[src/rtl/core/sib_pkg.sv]
// shared types, constants and helpers of the scaled index image blitter
`default_nettype none

package sib_pkg;

  localparam int CFG_DATA_W = 13;
  localparam int CFG_IDX_W  = 3;

  // canvas sizes above this saturate for clipping and for the row stride
  localparam logic [10:0] CANVAS_MAX = 11'd1024;
  // scale factors above this saturate
  localparam logic [3:0]  MAX_SCALE  = 4'd8;

  typedef enum logic {
    OP_BLIT = 1'b0,
    OP_LOAD = 1'b1
  } sib_op_t;

  typedef enum logic [CFG_IDX_W-1:0] {
    CFG_ORIGIN_X      = 3'd0,
    CFG_ORIGIN_Y      = 3'd1,
    CFG_CLIP_LEFT     = 3'd2,
    CFG_CLIP_TOP      = 3'd3,
    CFG_CLIP_RIGHT    = 3'd4,
    CFG_CLIP_BOTTOM   = 3'd5,
    CFG_CANVAS_WIDTH  = 3'd6,
    CFG_CANVAS_HEIGHT = 3'd7
  } sib_cfg_idx_t;

  typedef struct packed {
    logic signed [12:0] origin_x;
    logic signed [12:0] origin_y;
    logic [10:0]        clip_left;
    logic [10:0]        clip_top;
    logic [10:0]        clip_right;
    logic [10:0]        clip_bottom;
    logic [10:0]        canvas_width;
    logic [10:0]        canvas_height;
  } sib_cfg_t;

  // inclusive rectangle of writes that survive clipping, plus the color
  typedef struct packed {
    logic [9:0] x_lo;
    logic [9:0] x_hi;
    logic [9:0] y_lo;
    logic [9:0] y_hi;
    logic [7:0] color;
  } sib_span_t;

  function automatic logic [10:0] sat_canvas(input logic [10:0] v);
    return (v > CANVAS_MAX) ? CANVAS_MAX : v;
  endfunction

endpackage

`default_nettype wire

[src/rtl/core/sib_if.sv]
// valid/ready channel interfaces for source pixels and framebuffer writes
`default_nettype none

interface sib_in_if;
  logic              valid;
  logic              ready;
  logic              operation;
  logic [7:0]        src_col;
  logic [7:0]        src_row;
  logic signed [7:0] pixel_index;
  logic [8:0]        image_width;
  logic [8:0]        image_height;
  logic [1:0]        flip_mode;
  logic [3:0]        scale_factor;
  logic signed [7:0] key_index;
  logic [7:0]        map_color;
  logic              hide_flag;

  modport source (
    output valid, operation, src_col, src_row, pixel_index, image_width,
           image_height, flip_mode, scale_factor, key_index, map_color, hide_flag,
    input  ready
  );

  modport sink (
    input  valid, operation, src_col, src_row, pixel_index, image_width,
           image_height, flip_mode, scale_factor, key_index, map_color, hide_flag,
    output ready
  );
endinterface

interface sib_out_if;
  logic        valid;
  logic        ready;
  logic [9:0]  pixel_x;
  logic [9:0]  pixel_y;
  logic [19:0] write_address;
  logic [7:0]  color;
  logic        last_write;

  modport source (
    output valid, pixel_x, pixel_y, write_address, color, last_write,
    input  ready
  );

  modport sink (
    input  valid, pixel_x, pixel_y, write_address, color, last_write,
    output ready
  );
endinterface

`default_nettype wire

[src/rtl/core/sib_ram.sv]
// generic single write port ram with registered read
`default_nettype none

module sib_ram #(
  parameter int WIDTH = 8,
  parameter int DEPTH = 64
) (
  input  wire logic                     clk,
  input  wire logic                     we,
  input  wire logic [$clog2(DEPTH)-1:0] waddr,
  input  wire logic [WIDTH-1:0]         wdata,
  input  wire logic                     re,
  input  wire logic [$clog2(DEPTH)-1:0] raddr,
  output      logic [WIDTH-1:0]         rdata
);

  logic [WIDTH-1:0] mem [DEPTH];

  always_ff @(posedge clk) begin
    if (we) begin
      mem[waddr] <= wdata;
    end
    if (re) begin
      rdata <= mem[raddr];
    end
  end

endmodule

`default_nettype wire

[src/rtl/core/sib_palette.sv]
// palette map and hidden flags: ram plus per entry valid bits for reset values
`default_nettype none

module sib_palette #(
  parameter int ENTRIES = 64
) (
  input  wire logic       clk,
  input  wire logic       rst_n,
  input  wire logic       wr_en,
  input  wire logic       rd_en,
  input  wire logic [7:0] index,
  input  wire logic [7:0] wr_color,
  input  wire logic       wr_hide,
  output      logic [7:0] rd_color,
  output      logic       rd_hide
);

  localparam int  EW   = $clog2(ENTRIES);
  localparam bit  POW2 = ((ENTRIES & (ENTRIES - 1)) == 0);

  logic [EW-1:0]      entry;
  logic [ENTRIES-1:0] vld_r;
  logic               rd_vld_r;
  logic [EW-1:0]      rd_entry_r;
  logic [8:0]         rd_q;

  generate
    if (POW2) begin : g_mask
      assign entry = index[EW-1:0];
    end else begin : g_recip
      // index mod ENTRIES via reciprocal; exact for 8 bit indexes when ENTRIES is 9 or more
      localparam int RECIP = (65536 + ENTRIES - 1) / ENTRIES;
      logic [20:0] prod;
      logic [12:0] quo_n;
      logic [12:0] rem;
      assign prod  = 21'(index) * 21'(RECIP);
      assign quo_n = 13'(prod[20:16]) * 13'(ENTRIES);
      assign rem   = 13'(index) - quo_n;
      assign entry = rem[EW-1:0];
    end
  endgenerate

  sib_ram #(
    .WIDTH (9),
    .DEPTH (ENTRIES)
  ) u_ram (
    .clk   (clk),
    .we    (wr_en),
    .waddr (entry),
    .wdata ({wr_hide, wr_color}),
    .re    (rd_en),
    .raddr (entry),
    .rdata (rd_q)
  );

  always_ff @(posedge clk) begin
    if (!rst_n) begin
      vld_r <= '0;
    end else if (wr_en) begin
      vld_r[entry] <= 1'b1;
    end
  end

  always_ff @(posedge clk) begin
    if (rd_en) begin
      rd_vld_r   <= vld_r[entry];
      rd_entry_r <= entry;
    end
  end

  // never written entries read as identity color, not hidden
  assign rd_color = rd_vld_r ? rd_q[7:0] : 8'(rd_entry_r);
  assign rd_hide  = rd_vld_r & rd_q[8];

endmodule

`default_nettype wire

[src/rtl/core/sib_geom.sv]
// front pipeline: palette lookup, drop tests, flip, scale and clip to a span
`default_nettype none

module sib_geom #(
  parameter int ENTRIES = 64
) (
  input  wire logic               clk,
  input  wire logic               rst_n,
  input  wire sib_pkg::sib_cfg_t  cfg,
  sib_in_if.sink                  in_ch,
  output      logic               span_valid,
  input  wire logic               span_ready,
  output      sib_pkg::sib_span_t span
);

  import sib_pkg::*;

  // stage 1: accepted blit and palette read
  logic              v1_r;
  logic [7:0]        col1_r, row1_r;
  logic signed [7:0] pix1_r, key1_r;
  logic [8:0]        iw1_r, ih1_r;
  logic [1:0]        flip1_r;
  logic [3:0]        scale1_r;
  logic [7:0]        pal_color;
  logic              pal_hide;

  // stage 2: destination cell and clamped scale
  logic              v2_r;
  logic [8:0]        dx2_r, dy2_r;
  logic [3:0]        scl2_r;
  logic [7:0]        color2_r;

  // stage 3: cell extent on the canvas
  logic              v3_r;
  logic signed [15:0] bx3_r, ex3_r, by3_r, ey3_r;
  logic [7:0]        color3_r;

  logic r1, r2, s3_go;
  logic acc, acc_blit, acc_load;

  logic       in_img, keep;
  logic [8:0] dx1, dy1;
  logic [3:0] scl1;

  logic [12:0]        mx2, my2;
  logic signed [15:0] bx2, ex2, by2, ey2;

  logic [10:0]        xlim, ylim, cw, ch;
  logic signed [15:0] xlast, ylast, clip_l, clip_t;
  logic signed [15:0] lo_x, hi_x, lo_y, hi_y;
  logic               nonempty;

  assign acc      = in_ch.valid & r1;
  assign acc_blit = acc & (in_ch.operation == OP_BLIT);
  assign acc_load = acc & (in_ch.operation == OP_LOAD);

  assign s3_go = !v3_r | !nonempty | span_ready;
  assign r2    = !v2_r | s3_go;
  assign r1    = !v1_r | r2;
  assign in_ch.ready = r1;

  sib_palette #(
    .ENTRIES (ENTRIES)
  ) u_palette (
    .clk      (clk),
    .rst_n    (rst_n),
    .wr_en    (acc_load),
    .rd_en    (acc_blit),
    .index    (in_ch.pixel_index),
    .wr_color (in_ch.map_color),
    .wr_hide  (in_ch.hide_flag),
    .rd_color (pal_color),
    .rd_hide  (pal_hide)
  );

  // stage 1 -> 2
  always_comb begin
    in_img = ({1'b0, col1_r} < iw1_r) && ({1'b0, row1_r} < ih1_r);
    keep   = in_img && (pix1_r != key1_r) && !pix1_r[7] && !pal_hide;
    dx1    = flip1_r[0] ? (iw1_r - 9'd1 - {1'b0, col1_r}) : {1'b0, col1_r};
    dy1    = flip1_r[1] ? (ih1_r - 9'd1 - {1'b0, row1_r}) : {1'b0, row1_r};
    if (scale1_r == 4'd0) begin
      scl1 = 4'd1;
    end else if (scale1_r > MAX_SCALE) begin
      scl1 = MAX_SCALE;
    end else begin
      scl1 = scale1_r;
    end
  end

  // stage 2 -> 3
  always_comb begin
    mx2 = 13'(dx2_r) * 13'(scl2_r);
    my2 = 13'(dy2_r) * 13'(scl2_r);
    bx2 = 16'($signed(cfg.origin_x)) + $signed({3'b000, mx2});
    by2 = 16'($signed(cfg.origin_y)) + $signed({3'b000, my2});
    ex2 = bx2 + $signed({12'd0, scl2_r}) - 16'sd1;
    ey2 = by2 + $signed({12'd0, scl2_r}) - 16'sd1;
  end

  // stage 3: intersect the cell with clip rectangle and canvas
  always_comb begin
    cw     = sat_canvas(cfg.canvas_width);
    ch     = sat_canvas(cfg.canvas_height);
    xlim   = (cfg.clip_right < cw) ? cfg.clip_right : cw;
    ylim   = (cfg.clip_bottom < ch) ? cfg.clip_bottom : ch;
    xlast  = $signed({5'd0, xlim}) - 16'sd1;
    ylast  = $signed({5'd0, ylim}) - 16'sd1;
    clip_l = $signed({5'd0, cfg.clip_left});
    clip_t = $signed({5'd0, cfg.clip_top});
    lo_x   = (bx3_r < clip_l) ? clip_l : bx3_r;
    lo_y   = (by3_r < clip_t) ? clip_t : by3_r;
    hi_x   = (ex3_r < xlast) ? ex3_r : xlast;
    hi_y   = (ey3_r < ylast) ? ey3_r : ylast;
    nonempty = (lo_x <= hi_x) && (lo_y <= hi_y);
  end

  assign span_valid = v3_r & nonempty;
  assign span.x_lo  = lo_x[9:0];
  assign span.x_hi  = hi_x[9:0];
  assign span.y_lo  = lo_y[9:0];
  assign span.y_hi  = hi_y[9:0];
  assign span.color = color3_r;

  always_ff @(posedge clk) begin
    if (!rst_n) begin
      v1_r <= 1'b0;
      v2_r <= 1'b0;
      v3_r <= 1'b0;
    end else begin
      if (r1) begin
        v1_r <= acc_blit;
      end
      if (r2) begin
        v2_r <= v1_r & keep;
      end
      if (s3_go) begin
        v3_r <= v2_r;
      end
    end
  end

  always_ff @(posedge clk) begin
    if (acc_blit) begin
      col1_r   <= in_ch.src_col;
      row1_r   <= in_ch.src_row;
      pix1_r   <= in_ch.pixel_index;
      key1_r   <= in_ch.key_index;
      iw1_r    <= in_ch.image_width;
      ih1_r    <= in_ch.image_height;
      flip1_r  <= in_ch.flip_mode;
      scale1_r <= in_ch.scale_factor;
    end
    if (r2 && v1_r) begin
      dx2_r    <= dx1;
      dy2_r    <= dy1;
      scl2_r   <= scl1;
      color2_r <= pal_color;
    end
    if (s3_go && v2_r) begin
      bx3_r    <= bx2;
      ex3_r    <= ex2;
      by3_r    <= by2;
      ey3_r    <= ey2;
      color3_r <= color2_r;
    end
  end

endmodule

`default_nettype wire

[src/rtl/core/sib_expand.sv]
// write expander: walks a span row by row and registers one write beat a cycle while the output is not stalled
`default_nettype none

module sib_expand (
  input  wire logic               clk,
  input  wire logic               rst_n,
  input  wire logic [10:0]        canvas_width,
  input  wire logic               span_valid,
  output      logic               span_ready,
  input  wire sib_pkg::sib_span_t span,
  sib_out_if.source               out_ch
);

  import sib_pkg::*;

  logic        busy_r, busy_nxt;
  logic [9:0]  cur_x_r, cur_y_r, x_lo_r, x_hi_r, y_hi_r;
  logic [7:0]  color_r;

  logic        out_valid_r, out_valid_nxt;
  logic [9:0]  ox_r, oy_r;
  logic [19:0] oaddr_r;
  logic [7:0]  ocolor_r;
  logic        olast_r;

  logic        out_free, emit, last_now, load;
  logic [10:0] stride;
  logic [20:0] addr_full;

  assign out_free   = !out_valid_r | out_ch.ready;
  assign emit       = busy_r & out_free;
  assign last_now   = (cur_x_r == x_hi_r) && (cur_y_r == y_hi_r);
  assign span_ready = !busy_r | (emit & last_now);
  assign load       = span_valid & span_ready;

  assign stride    = sat_canvas(canvas_width);
  assign addr_full = 21'(cur_y_r) * 21'(stride) + 21'(cur_x_r);

  always_comb begin
    busy_nxt = busy_r;
    if (load) begin
      busy_nxt = 1'b1;
    end else if (emit && last_now) begin
      busy_nxt = 1'b0;
    end
    out_valid_nxt = out_valid_r;
    if (emit) begin
      out_valid_nxt = 1'b1;
    end else if (out_ch.ready) begin
      out_valid_nxt = 1'b0;
    end
  end

  always_ff @(posedge clk) begin
    if (!rst_n) begin
      busy_r      <= 1'b0;
      out_valid_r <= 1'b0;
    end else begin
      busy_r      <= busy_nxt;
      out_valid_r <= out_valid_nxt;
    end
  end

  always_ff @(posedge clk) begin
    if (load) begin
      cur_x_r <= span.x_lo;
      cur_y_r <= span.y_lo;
      x_lo_r  <= span.x_lo;
      x_hi_r  <= span.x_hi;
      y_hi_r  <= span.y_hi;
      color_r <= span.color;
    end else if (emit && !last_now) begin
      if (cur_x_r == x_hi_r) begin
        cur_x_r <= x_lo_r;
        cur_y_r <= cur_y_r + 10'd1;
      end else begin
        cur_x_r <= cur_x_r + 10'd1;
      end
    end
    if (emit) begin
      ox_r     <= cur_x_r;
      oy_r     <= cur_y_r;
      oaddr_r  <= addr_full[19:0];
      ocolor_r <= color_r;
      olast_r  <= last_now;
    end
  end

  assign out_ch.valid         = out_valid_r;
  assign out_ch.pixel_x       = ox_r;
  assign out_ch.pixel_y       = oy_r;
  assign out_ch.write_address = oaddr_r;
  assign out_ch.color         = ocolor_r;
  assign out_ch.last_write    = olast_r;

endmodule

`default_nettype wire

[src/rtl/core/scaled_index_image_blitter.sv]
// top level of the scaled index image blitter
// Blits one palette-index source pixel per input beat: the pixel is dropped when it
// lies outside the image, equals the key, is negative or its palette entry is hidden;
// otherwise its flipped cell is magnified by the clamped scale, offset by the origin,
// clipped to the clip rectangle and canvas, and each surviving pixel leaves as one
// write beat, row by row, with last_write on the final one. An operation of one loads
// a palette color and hidden flag and writes nothing. The front pipeline takes a new
// beat every cycle unless a later stage stalls; the expander emits one write per cycle
// while the output is ready, so a blit with many writes holds the input back; a beat
// that writes nothing (load, dropped or fully clipped) never reaches the expander. The
// first write passes the front stage, expander span and output registers. The palette
// resets through per-entry valid bits, so no clearing pass follows reset.
`default_nettype none

module scaled_index_image_blitter #(
  parameter int PALETTE_ENTRIES = 64
) (
  input  wire logic                              clk,
  input  wire logic                              rst_n,
  input  wire logic                              cfg_we,
  input  wire logic [sib_pkg::CFG_IDX_W-1:0]     cfg_index,
  input  wire logic [sib_pkg::CFG_DATA_W-1:0]    cfg_data,
  sib_in_if.sink                                 in_ch,
  sib_out_if.source                              out_ch
);

  import sib_pkg::*;

  sib_cfg_t  cfg_r;
  logic      span_valid, span_ready;
  sib_span_t span;

  always_ff @(posedge clk) begin
    if (!rst_n) begin
      cfg_r.origin_x      <= 13'sd0;
      cfg_r.origin_y      <= 13'sd0;
      cfg_r.clip_left     <= 11'd0;
      cfg_r.clip_top      <= 11'd0;
      cfg_r.clip_right    <= 11'd1024;
      cfg_r.clip_bottom   <= 11'd1024;
      cfg_r.canvas_width  <= 11'd1024;
      cfg_r.canvas_height <= 11'd1024;
    end else if (cfg_we) begin
      unique case (sib_cfg_idx_t'(cfg_index))
        CFG_ORIGIN_X:      cfg_r.origin_x      <= cfg_data;
        CFG_ORIGIN_Y:      cfg_r.origin_y      <= cfg_data;
        CFG_CLIP_LEFT:     cfg_r.clip_left     <= cfg_data[10:0];
        CFG_CLIP_TOP:      cfg_r.clip_top      <= cfg_data[10:0];
        CFG_CLIP_RIGHT:    cfg_r.clip_right    <= cfg_data[10:0];
        CFG_CLIP_BOTTOM:   cfg_r.clip_bottom   <= cfg_data[10:0];
        CFG_CANVAS_WIDTH:  cfg_r.canvas_width  <= cfg_data[10:0];
        CFG_CANVAS_HEIGHT: cfg_r.canvas_height <= cfg_data[10:0];
      endcase
    end
  end

  sib_geom #(
    .ENTRIES (PALETTE_ENTRIES)
  ) u_geom (
    .clk        (clk),
    .rst_n      (rst_n),
    .cfg        (cfg_r),
    .in_ch      (in_ch),
    .span_valid (span_valid),
    .span_ready (span_ready),
    .span       (span)
  );

  sib_expand u_expand (
    .clk          (clk),
    .rst_n        (rst_n),
    .canvas_width (cfg_r.canvas_width),
    .span_valid   (span_valid),
    .span_ready   (span_ready),
    .span         (span),
    .out_ch       (out_ch)
  );

endmodule

`default_nettype wire

[src/flat_wrapper.sv]
// flat-port wrapper written by rule: the top's interface ports become plain ports
module scaled_index_image_blitter_flat import sib_pkg::*;
#(
  parameter int PALETTE_ENTRIES = 64
)
  (clk, rst_n, cfg_we, cfg_index, cfg_data, in_ch_valid, in_ch_operation, in_ch_src_col, in_ch_src_row, in_ch_pixel_index, in_ch_image_width, in_ch_image_height, in_ch_flip_mode, in_ch_scale_factor, in_ch_key_index, in_ch_map_color, in_ch_hide_flag, in_ch_ready, out_ch_valid, out_ch_pixel_x, out_ch_pixel_y, out_ch_write_address, out_ch_color, out_ch_last_write, out_ch_ready);
  sib_in_if in_ch_i ();
  sib_out_if out_ch_i ();
  input  wire logic clk;
  input  wire logic rst_n;
  input  wire logic cfg_we;
  input  wire logic [sib_pkg::CFG_IDX_W-1:0] cfg_index;
  input  wire logic [sib_pkg::CFG_DATA_W-1:0] cfg_data;
  input wire logic [$bits(in_ch_i.valid)-1:0] in_ch_valid;
  input wire logic [$bits(in_ch_i.operation)-1:0] in_ch_operation;
  input wire logic [$bits(in_ch_i.src_col)-1:0] in_ch_src_col;
  input wire logic [$bits(in_ch_i.src_row)-1:0] in_ch_src_row;
  input wire logic [$bits(in_ch_i.pixel_index)-1:0] in_ch_pixel_index;
  input wire logic [$bits(in_ch_i.image_width)-1:0] in_ch_image_width;
  input wire logic [$bits(in_ch_i.image_height)-1:0] in_ch_image_height;
  input wire logic [$bits(in_ch_i.flip_mode)-1:0] in_ch_flip_mode;
  input wire logic [$bits(in_ch_i.scale_factor)-1:0] in_ch_scale_factor;
  input wire logic [$bits(in_ch_i.key_index)-1:0] in_ch_key_index;
  input wire logic [$bits(in_ch_i.map_color)-1:0] in_ch_map_color;
  input wire logic [$bits(in_ch_i.hide_flag)-1:0] in_ch_hide_flag;
  output wire logic [$bits(in_ch_i.ready)-1:0] in_ch_ready;
  output wire logic [$bits(out_ch_i.valid)-1:0] out_ch_valid;
  output wire logic [$bits(out_ch_i.pixel_x)-1:0] out_ch_pixel_x;
  output wire logic [$bits(out_ch_i.pixel_y)-1:0] out_ch_pixel_y;
  output wire logic [$bits(out_ch_i.write_address)-1:0] out_ch_write_address;
  output wire logic [$bits(out_ch_i.color)-1:0] out_ch_color;
  output wire logic [$bits(out_ch_i.last_write)-1:0] out_ch_last_write;
  input wire logic [$bits(out_ch_i.ready)-1:0] out_ch_ready;
  assign in_ch_i.valid = in_ch_valid;
  assign in_ch_i.operation = in_ch_operation;
  assign in_ch_i.src_col = in_ch_src_col;
  assign in_ch_i.src_row = in_ch_src_row;
  assign in_ch_i.pixel_index = in_ch_pixel_index;
  assign in_ch_i.image_width = in_ch_image_width;
  assign in_ch_i.image_height = in_ch_image_height;
  assign in_ch_i.flip_mode = in_ch_flip_mode;
  assign in_ch_i.scale_factor = in_ch_scale_factor;
  assign in_ch_i.key_index = in_ch_key_index;
  assign in_ch_i.map_color = in_ch_map_color;
  assign in_ch_i.hide_flag = in_ch_hide_flag;
  assign in_ch_ready = in_ch_i.ready;
  assign out_ch_valid = out_ch_i.valid;
  assign out_ch_pixel_x = out_ch_i.pixel_x;
  assign out_ch_pixel_y = out_ch_i.pixel_y;
  assign out_ch_write_address = out_ch_i.write_address;
  assign out_ch_color = out_ch_i.color;
  assign out_ch_last_write = out_ch_i.last_write;
  assign out_ch_i.ready = out_ch_ready;
  scaled_index_image_blitter #(.PALETTE_ENTRIES(PALETTE_ENTRIES)) u_core (.clk(clk), .rst_n(rst_n), .cfg_we(cfg_we), .cfg_index(cfg_index), .cfg_data(cfg_data), .in_ch(in_ch_i), .out_ch(out_ch_i));
endmodule
[config.mk]
export PLATFORM = sky130hd
export DESIGN_NAME = scaled_index_image_blitter_flat
export DESIGN_NICKNAME = d
export VERILOG_FILES = /design/src/rtl/core/sib_pkg.sv /design/src/rtl/core/sib_if.sv /design/src/rtl/core/sib_ram.sv /design/src/rtl/core/sib_palette.sv /design/src/rtl/core/sib_geom.sv /design/src/rtl/core/sib_expand.sv /design/src/rtl/core/scaled_index_image_blitter.sv /design/src/flat_wrapper.sv
export SDC_FILE = /design/constraint.sdc
export NUM_CORES = 2
export LEC_CHECK = 0
export BUFFER_PORTS_ARGS = -buffer_cell sky130_fd_sc_hd__buf_4
export CORE_AREA = 2 2 375 377
export CTS_BUF_LIST = sky130_fd_sc_hd__clkbuf_4
export CTS_CLUSTER_DIAMETER = 50
export DETAILED_ROUTE_END_ITERATION = 16
export DIE_AREA = 0 0 377 379
export PLACE_DENSITY = 0.53
export SLEW_MARGIN = 40
export SYNTH_ARGS = -nofsm -noshare
export SYNTH_HDL_FRONTEND = slang
export SYNTH_HIERARCHICAL = 1
export SYNTH_SLANG_ARGS = --single-unit
[constraint.sdc]
create_clock -name clk -period 12.6 [get_ports clk]
set_clock_uncertainty 0.05 [all_clocks]
set_input_delay 3.15 -clock clk [delete_from_list [all_inputs] [get_ports clk]]
set_output_delay 3.15 -clock clk [all_outputs]
set_load 0.02 [all_outputs]
== Word-level counts from Yosys, hierarchy flattened ==
Memory sizes are Yosys's and may differ from the RTL's. A register that Yosys moved wholly into a read port is not among the register bits.
Cells that the tools add are included.
Word-level totals
  flip-flop bits (word level): 431
  bits in writable memories: 576
  output and inout port bits: 51
  logic and storage cells: 173
  memories: 1
Memories
  u_core.u_geom.u_palette.u_ram.mem: words 64, width 9, read ports 1, clocked after Yosys merged registers in 1, wr ports 1, RTL line sib_ram.sv:17  | logic [WIDTH-1:0] mem [DEPTH];
Operators by class
  $add $sub $neg: 15
  multiply operators: 3
  magnitude comparators: 15
  equality and inequality tests: 10
  mux-type cells: 28
  bitwise logic cells: 17
  reductions and logical operators: 36
Operators with widths (count)
  16-bit two-way mux: 4
  64-bit OR: 1
  10-bit two-way mux: 6
  11-bit two-way mux: 4
  15-bit by 5-bit adder with 16-bit output: 2
  16-bit <= comparator: 2
  16-bit by 12-bit < comparator with 1-bit output: 2
  16-bit by 2-bit subtractor with 16-bit output, second input constant: 2
  13-bit by 14-bit adder with 15-bit output: 2
  15-bit by 12-bit < comparator with 1-bit output: 2
  9-bit by 4-bit multiplier with 13-bit output: 2
  11-bit by 1-bit subtractor with 12-bit output, second input constant: 2
  11-bit greater-than comparator, second input constant: 2
  11-bit < comparator: 2
  10-bit by 1-bit adder with 10-bit output, second input constant: 2
  20-bit by 10-bit adder with 20-bit output: 1
  10-bit == test: 2
  10-bit by 11-bit multiplier with 20-bit output: 1
  8-bit by 9-bit < comparator with 1-bit output: 2
  2-bit AND reduction: 9
  9-bit by 1-bit subtractor with 9-bit output, second input constant: 2
  9-bit by 8-bit subtractor with 9-bit output: 2
  8-bit two-way mux: 2
  3-bit == test, second input constant: 4
  20 further kinds: 62

== Longest topological paths before layout ==
  word-level depth: 18
  mapped depth: 42
  depth with buffers taken out: 36

== Modules after synthesis ==
The synthesis kept the hierarchy.
Modules (own cells, without submodules)
  sib_ram: times used 1, cells an instance 1020, area an instance 22684.3 um2, seq. area each 17566.8 um2
  sib_geom: times used 1, cells an instance 1546, area an instance 15015.7 um2, seq. area each 4744.6 um2
  sib_expand: times used 1, cells an instance 710, area an instance 8262.9 um2, seq. area each 3253.1 um2
  scaled_index_image_blitter: times used 1, cells an instance 320, area an instance 3343.2 um2, seq. area each 1841.8 um2
  sib_palette: times used 1, cells an instance 331, area an instance 3179.3 um2, seq. area each 1491.4 um2

== Worst setup path before layout ==
No wires, ideal clock.
  kind: flip-flop to flip-flop
  from: register u_core/cfg_r[21] (netlist name)
  to: register u_core.u_geom.col1_r[0] (enable)
  setup time: 0.511 ns
  arrival: 9.751 ns
  required time: 12.039 ns
  slack: 2.288 ns
  stages on the path, launching flop included: 36
  period minus slack after synthesis: 10.312 ns
  path through: dfxtp_1 buf_2 clkinv_1 nand2_1 ha_1 a21oi_1 o21ai_0 a221oi_4 clkbuf_1 clkbuf_1 nor2_1 a21oi_1 ha_1 nand2_1 nor3_1 xnor2_1 inv_1 ha_1 nand2_1 o21ai_0 nor3_1 a21o_1 maj3_1 o22a_1 buf_6 buf_2 mux2i_1 ha_1 and3_1 nand4_1 nor3_1 a21oi_1 nand2b_1 o211a_1 nand4_1 nor2b_1
Between the ends
  cells in the longest elaborated chain, start to end: 16
Ends and longest elaborated chain
  11-bit greater-than comparator: RTL line sib_pkg.sv:51  | return (v > CANVAS_MAX) ? CANVAS_MAX : v;
  11-bit two-way mux (*): RTL line sib_pkg.sv:51
  11-bit < comparator: RTL line sib_geom.sv:106  | xlim = (cfg.clip_right < cw) ? cfg.clip_right : cw;
  11-bit two-way mux (*): RTL line sib_geom.sv:106
  11-bit by 1-bit subtractor with 12-bit output (*): RTL line sib_geom.sv:108  | xlast = $signed({5'd0, xlim}) - 16'sd1;
  16-bit by 12-bit < comparator with 1-bit output: RTL line sib_geom.sv:114  | hi_x = (ex3_r < xlast) ? ex3_r : xlast;
  16-bit two-way mux (*): RTL line sib_geom.sv:114
  16-bit <= comparator (*): RTL line sib_geom.sv:116  | nonempty = (lo_x <= hi_x) && (lo_y <= hi_y);
  1-bit logical AND (*): RTL line sib_geom.sv:116
  1-bit zero test (*): RTL line sib_geom.sv:58  | assign s3_go = !v3_r | !nonempty | span_ready;
  1-bit OR (*) (2 in a row): RTL line sib_geom.sv:58
  1-bit OR (*): RTL line sib_geom.sv:59  | assign r2 = !v2_r | s3_go;
  1-bit OR (*): RTL line sib_geom.sv:60  | assign r1 = !v1_r | r2;
  named net in_ch_ready: RTL line flat_wrapper.sv:26  | output wire logic [$bits(in_ch_i.ready)-1:0] in_ch_ready;
  1-bit bitwise AND (*): RTL line sib_geom.sv:54  | assign acc = in_ch.valid & r1;
  1-bit bitwise AND (*): RTL line sib_geom.sv:55  | assign acc_blit = acc & (in_ch.operation == OP_BLIT);
  named net u_core.u_geom.acc_blit: RTL line sib_geom.sv:40  | logic acc, acc_blit, acc_load;
  to (signal assigned): RTL line sib_geom.sv:146  | col1_r <= in_ch.src_col;
  to (decl): RTL line sib_geom.sv:20  | logic [7:0] col1_r, row1_r;
Mark *: on every way through the listed nets, which the timed path passes. The rest lies on a longest branch.
A chain may end at the register's enable or synchronous reset.

== Worst setup path in the final report ==
  from: register u_core/cfg_r[10] (netlist bit)
  to: output in_ch_ready
Between the ends
  cells in the longest elaborated chain, start to end: 14
Ends and longest elaborated chain
  from (decl): RTL line scaled_index_image_blitter.sv:29  | sib_cfg_t cfg_r;
  11-bit greater-than comparator: RTL line sib_pkg.sv:51
  11-bit two-way mux (*): RTL line sib_pkg.sv:51
  11-bit < comparator: RTL line sib_geom.sv:107  | ylim = (cfg.clip_bottom < ch) ? cfg.clip_bottom : ch;
  11-bit two-way mux (*): RTL line sib_geom.sv:107
  11-bit by 1-bit subtractor with 12-bit output (*): RTL line sib_geom.sv:109  | ylast = $signed({5'd0, ylim}) - 16'sd1;
  16-bit by 12-bit < comparator with 1-bit output: RTL line sib_geom.sv:115  | hi_y = (ey3_r < ylast) ? ey3_r : ylast;
  16-bit two-way mux (*): RTL line sib_geom.sv:115
  16-bit <= comparator (*): RTL line sib_geom.sv:116
  1-bit logical AND (*): RTL line sib_geom.sv:116
  1-bit zero test (*): RTL line sib_geom.sv:58
  1-bit OR (*) (2 in a row): RTL line sib_geom.sv:58
  1-bit OR (*): RTL line sib_geom.sv:59
  1-bit OR (*): RTL line sib_geom.sv:60
  to (decl): RTL line flat_wrapper.sv:26
Mark *: on every way between the ends. The rest lies on a longest branch, timed or not.

==> results.yml <==
cells_and_area:
  nets: 4734
  fillers: 13011
  final_cell_mix: "edfxtp_1, clkbuf_4, nand2_1, inv_1, ha_1"
  final_common_cell: "edfxtp_1"
  area_growth_pct: 12.8
  drive_gt1_share_pct: 21.8
die:
  die_area_um2: 143000
  coreArea_um2: 139000
  ios: 138
  placementRows: 137
  start_util_pct: 37.8
  die_x_um: 377
  die_y_um: 379
logic_synthesis:
  synth_area_leaders: "edfxtp_1, ha_1, mux4_2"
  synth_fp_nets: 4416
  synth.avg_cell_area_um2: 13.4
  ys.flop_type: "edfxtp_1"
  synth_area_um2: 52500
  synth-compound-area-share_pct: 6.26
  ys_types: 90
  yosysTopAreaCell: "edfxtp_1"
  yosys.area_share.simple_pct: 8.88
  synthXorXnorAreaFrac_pct: 2.74
  synthCells: 3927
  synthMuxAreaShare_pct: 12.1
  synth_seq_area_share_pct: 55.1
  yosysWarnings: 6
  yosys.area_share.adder_pct: 11.2
  netlist.area_leader.share_pct: 48.9
  synthArstFlopShare_pct: 0
  synth_edf_count: 855
  synth_top_family_by_area: "multiplexers"
  synth-seq-cells: 1016
hold_path:
  min_from: "u_core/u_expand/color_r[3]"
  min_path_cells: 0
  holdCritPathClass: "reg -> reg"
clock_network:
  clock-sinks: 1016
  clockBufferDepth: 4
  clkLatencyLatePin_ns: 1.22
  cts.htree.levels: 5
  clock-root-buffer: "clkbuf_4"
  tritoncts: "yes"
  cts_inserted_buffers: 299
  ctsHoldBuffers: 0
  clk_pin_slew_ns: 0.06
worst_setup_path:
  startpoint_type: "flop"
  critPathMaxStageDelay_ns: 0.51
  worst_path_max_delay_cell: "a221oi_4"
  critPathRequiredTime_ns: 9.40
  end_kind: "primary output"
  setup.worst_path.class: "reg -> out"
  rr_worst_depth: 36
  crit_arrival_ns: 8.66
  setup.worst_path.start: "u_core/cfg_r[10]"
  r2r-start: "u_core/cfg_r[10]"
  crit_top_cell: "ha_1"
  cp_max_fo: 25
grt:
  grt_pass1_vias: 33279
  grt_max_degree: 114
  track_usage_pct: 18.7
  grt_antenna_before_repair: 7
  grt.overflow.total: 0
  grt_pass1_wl_um: 203000
detailed_routing:
  vias: 32476
  wirelength_um: 134000
  wl_met1_um: 58900
  vias_per_cell: 5.20
  top_layer: "met5"
  antenna_left: 0
  drc: 0
  first_iter_violations: 1866
  wire_per_inst_um: 21.4
  wl_met3_um: 5850
  dr_wl_met2_um: 65500
  drtPass1Iterations: 5
power_and_ir_drop:
  power_frac_comb_pct: 8.4
  power.density_nw_per_um2: 124
  power.net_switching_mw: 1.77
  p_leak_nw: 22.8
  ir_drop_mv: 0.109
  power.share.sequential_pct: 50.6
  clock_power_share_pct: 41.0
  p_int_mw: 5.56
  switching_share_pct: 24.2
timing:
  hold_viol_final: 0
  setup_viol: 0
  slew_headroom_pct: 37.4
  fin_ws_ns: 0.739
  period_share_pct: 94.1
  tns_ns: 0
  max_freq_ghz: 0.0843
  rsz0062_at_grt: "no"
  finalMaxSlewViolations: 0
  tightest_slew_ns: 0.937
  period_needed_ns: 11.86
status:
  outcome: "finished, final reports clean"
placement:
  dp_hpwl_um: 90000
  io_buffers: 137
  pre_cts_ws_ns: 1.61
  gp_routability_congestion: 0.859
flow_run:
  maxCapViolCount: 0
[final timing paths]
kind         slack, ns                                        to
max               0.74                               in_ch_ready
min reg2reg       0.37           u_core/u_expand/out_ch.color[3]
min               0.37           u_core/u_expand/out_ch.color[3]
max reg2reg       2.63  u_core/u_geom/u_palette/u_ram/mem[30][4]
[cells by family after synthesis]
kind of cell | Yosys count
flops | 1016
simple gates | 956
compound gates | 497
buf+inv | 477
mux | 414
fa+ha+maj | 403
xor+xnor | 164
[timing repair]
action                     in CTS  in global routing
gates resized for setup         0                  3
setup endpoints to repair       0                  1
setup buffers                   0                  1
[cells in the mapped netlist, types with 60 or more instances]
cell	instances
a21oi_1	137
and2_1	89
clkbuf_1	99
dfxtp_1	161
edfxtp_1	855
fa_1	113
ha_1	289
inv_1	312
mux2_2	63
mux2i_1	168
mux4_2	148
nand2_1	335
nor2_1	197
nor2b_1	95
o21ai_0	72
xnor2_1	104
xor2_1	60
[critical path, delay by kind of cell (launching register included)]
kind | cells | cell delay, ns
flops | 1 | 0.39
compound gates | 10 | 2.40
buf+inv | 5 | 0.92
mux | 2 | 0.53
simple gates | 10 | 1.87
fa+ha+maj | 4 | 1.21
xor+xnor | 1 | 0.16
[per-layer routing]
layer	vias to the layer above	global-route usage, %
met1	16171	24.5
met2	820	31.5
met4	6	6.38
met3	261	3.23
met5	-	0
li1	15218	-
[power by group through the flow]
stage | combinational, mW | sequential, mW | clock (mW)
after global placement | 0.617 | 3.79 | 0
after floorplan | 0.418 | 3.77 | 0
after detailed placement | 0.622 | 3.79 | 0
final | 0.617 | 3.71 | 3.00
after global routing | 0.684 | 3.71 | 3.30
after CTS | 0.626 | 3.71 | 3.14
[through the flow]
step | std cells | hold WS [ns] | instance area, µm² | util [%] | power [mW]
2_1_floorplan | 3927 | 0.350 | 52500 | - | 4.19
5_1_grt | 6250 | 0.375 | 59200 | 42.6 | 7.70
6_report | 6250 | 0.370 | 59200 | 42.6 | 7.33
3_5_place_dp | 5747 | 0.355 | 55500 | 40.0 | 4.41
4_1_cts | 6238 | 0.372 | 59100 | 42.6 | 7.47
3_3_place_gp | 5742 | 0.351 | 55300 | 39.8 | 4.40
[layout make-up]
| cell class | count | area [µm²] | share of cell area (%) |
|---|---|---|---|
| sequential | 1016 | 28900 | 48.8 |
| clock buffer | 428 | 3210 | 5.43 |
| inverter | 317 | 1200 | 2.02 |
| clock inverter | 63 | 357 | 0.602 |
| tap | 1807 | 2260 | 3.82 |
| multi-input combinational | 2434 | 21800 | 36.9 |
| antenna | 8 | 20.0 | 0.0338 |
| timing repair buffer | 177 | 1400 | 2.36 |
[flip-flops by register name, summed over array words and instances, names as in the netlist, 15 cells and up]
name                                  cells
u_core/cfg_r                             92
u_core/u_geom/u_palette/vld_r            64
u_core/u_geom/ey3_r                      16
u_core/u_geom/ex3_r                      16
u_core/u_geom/by3_r                      15
u_core/u_geom/u_palette/u_ram/mem       576
u_core/u_expand/out_ch.write_address     20
u_core/u_geom/bx3_r                      15
(Power assumes the default switching activity.)
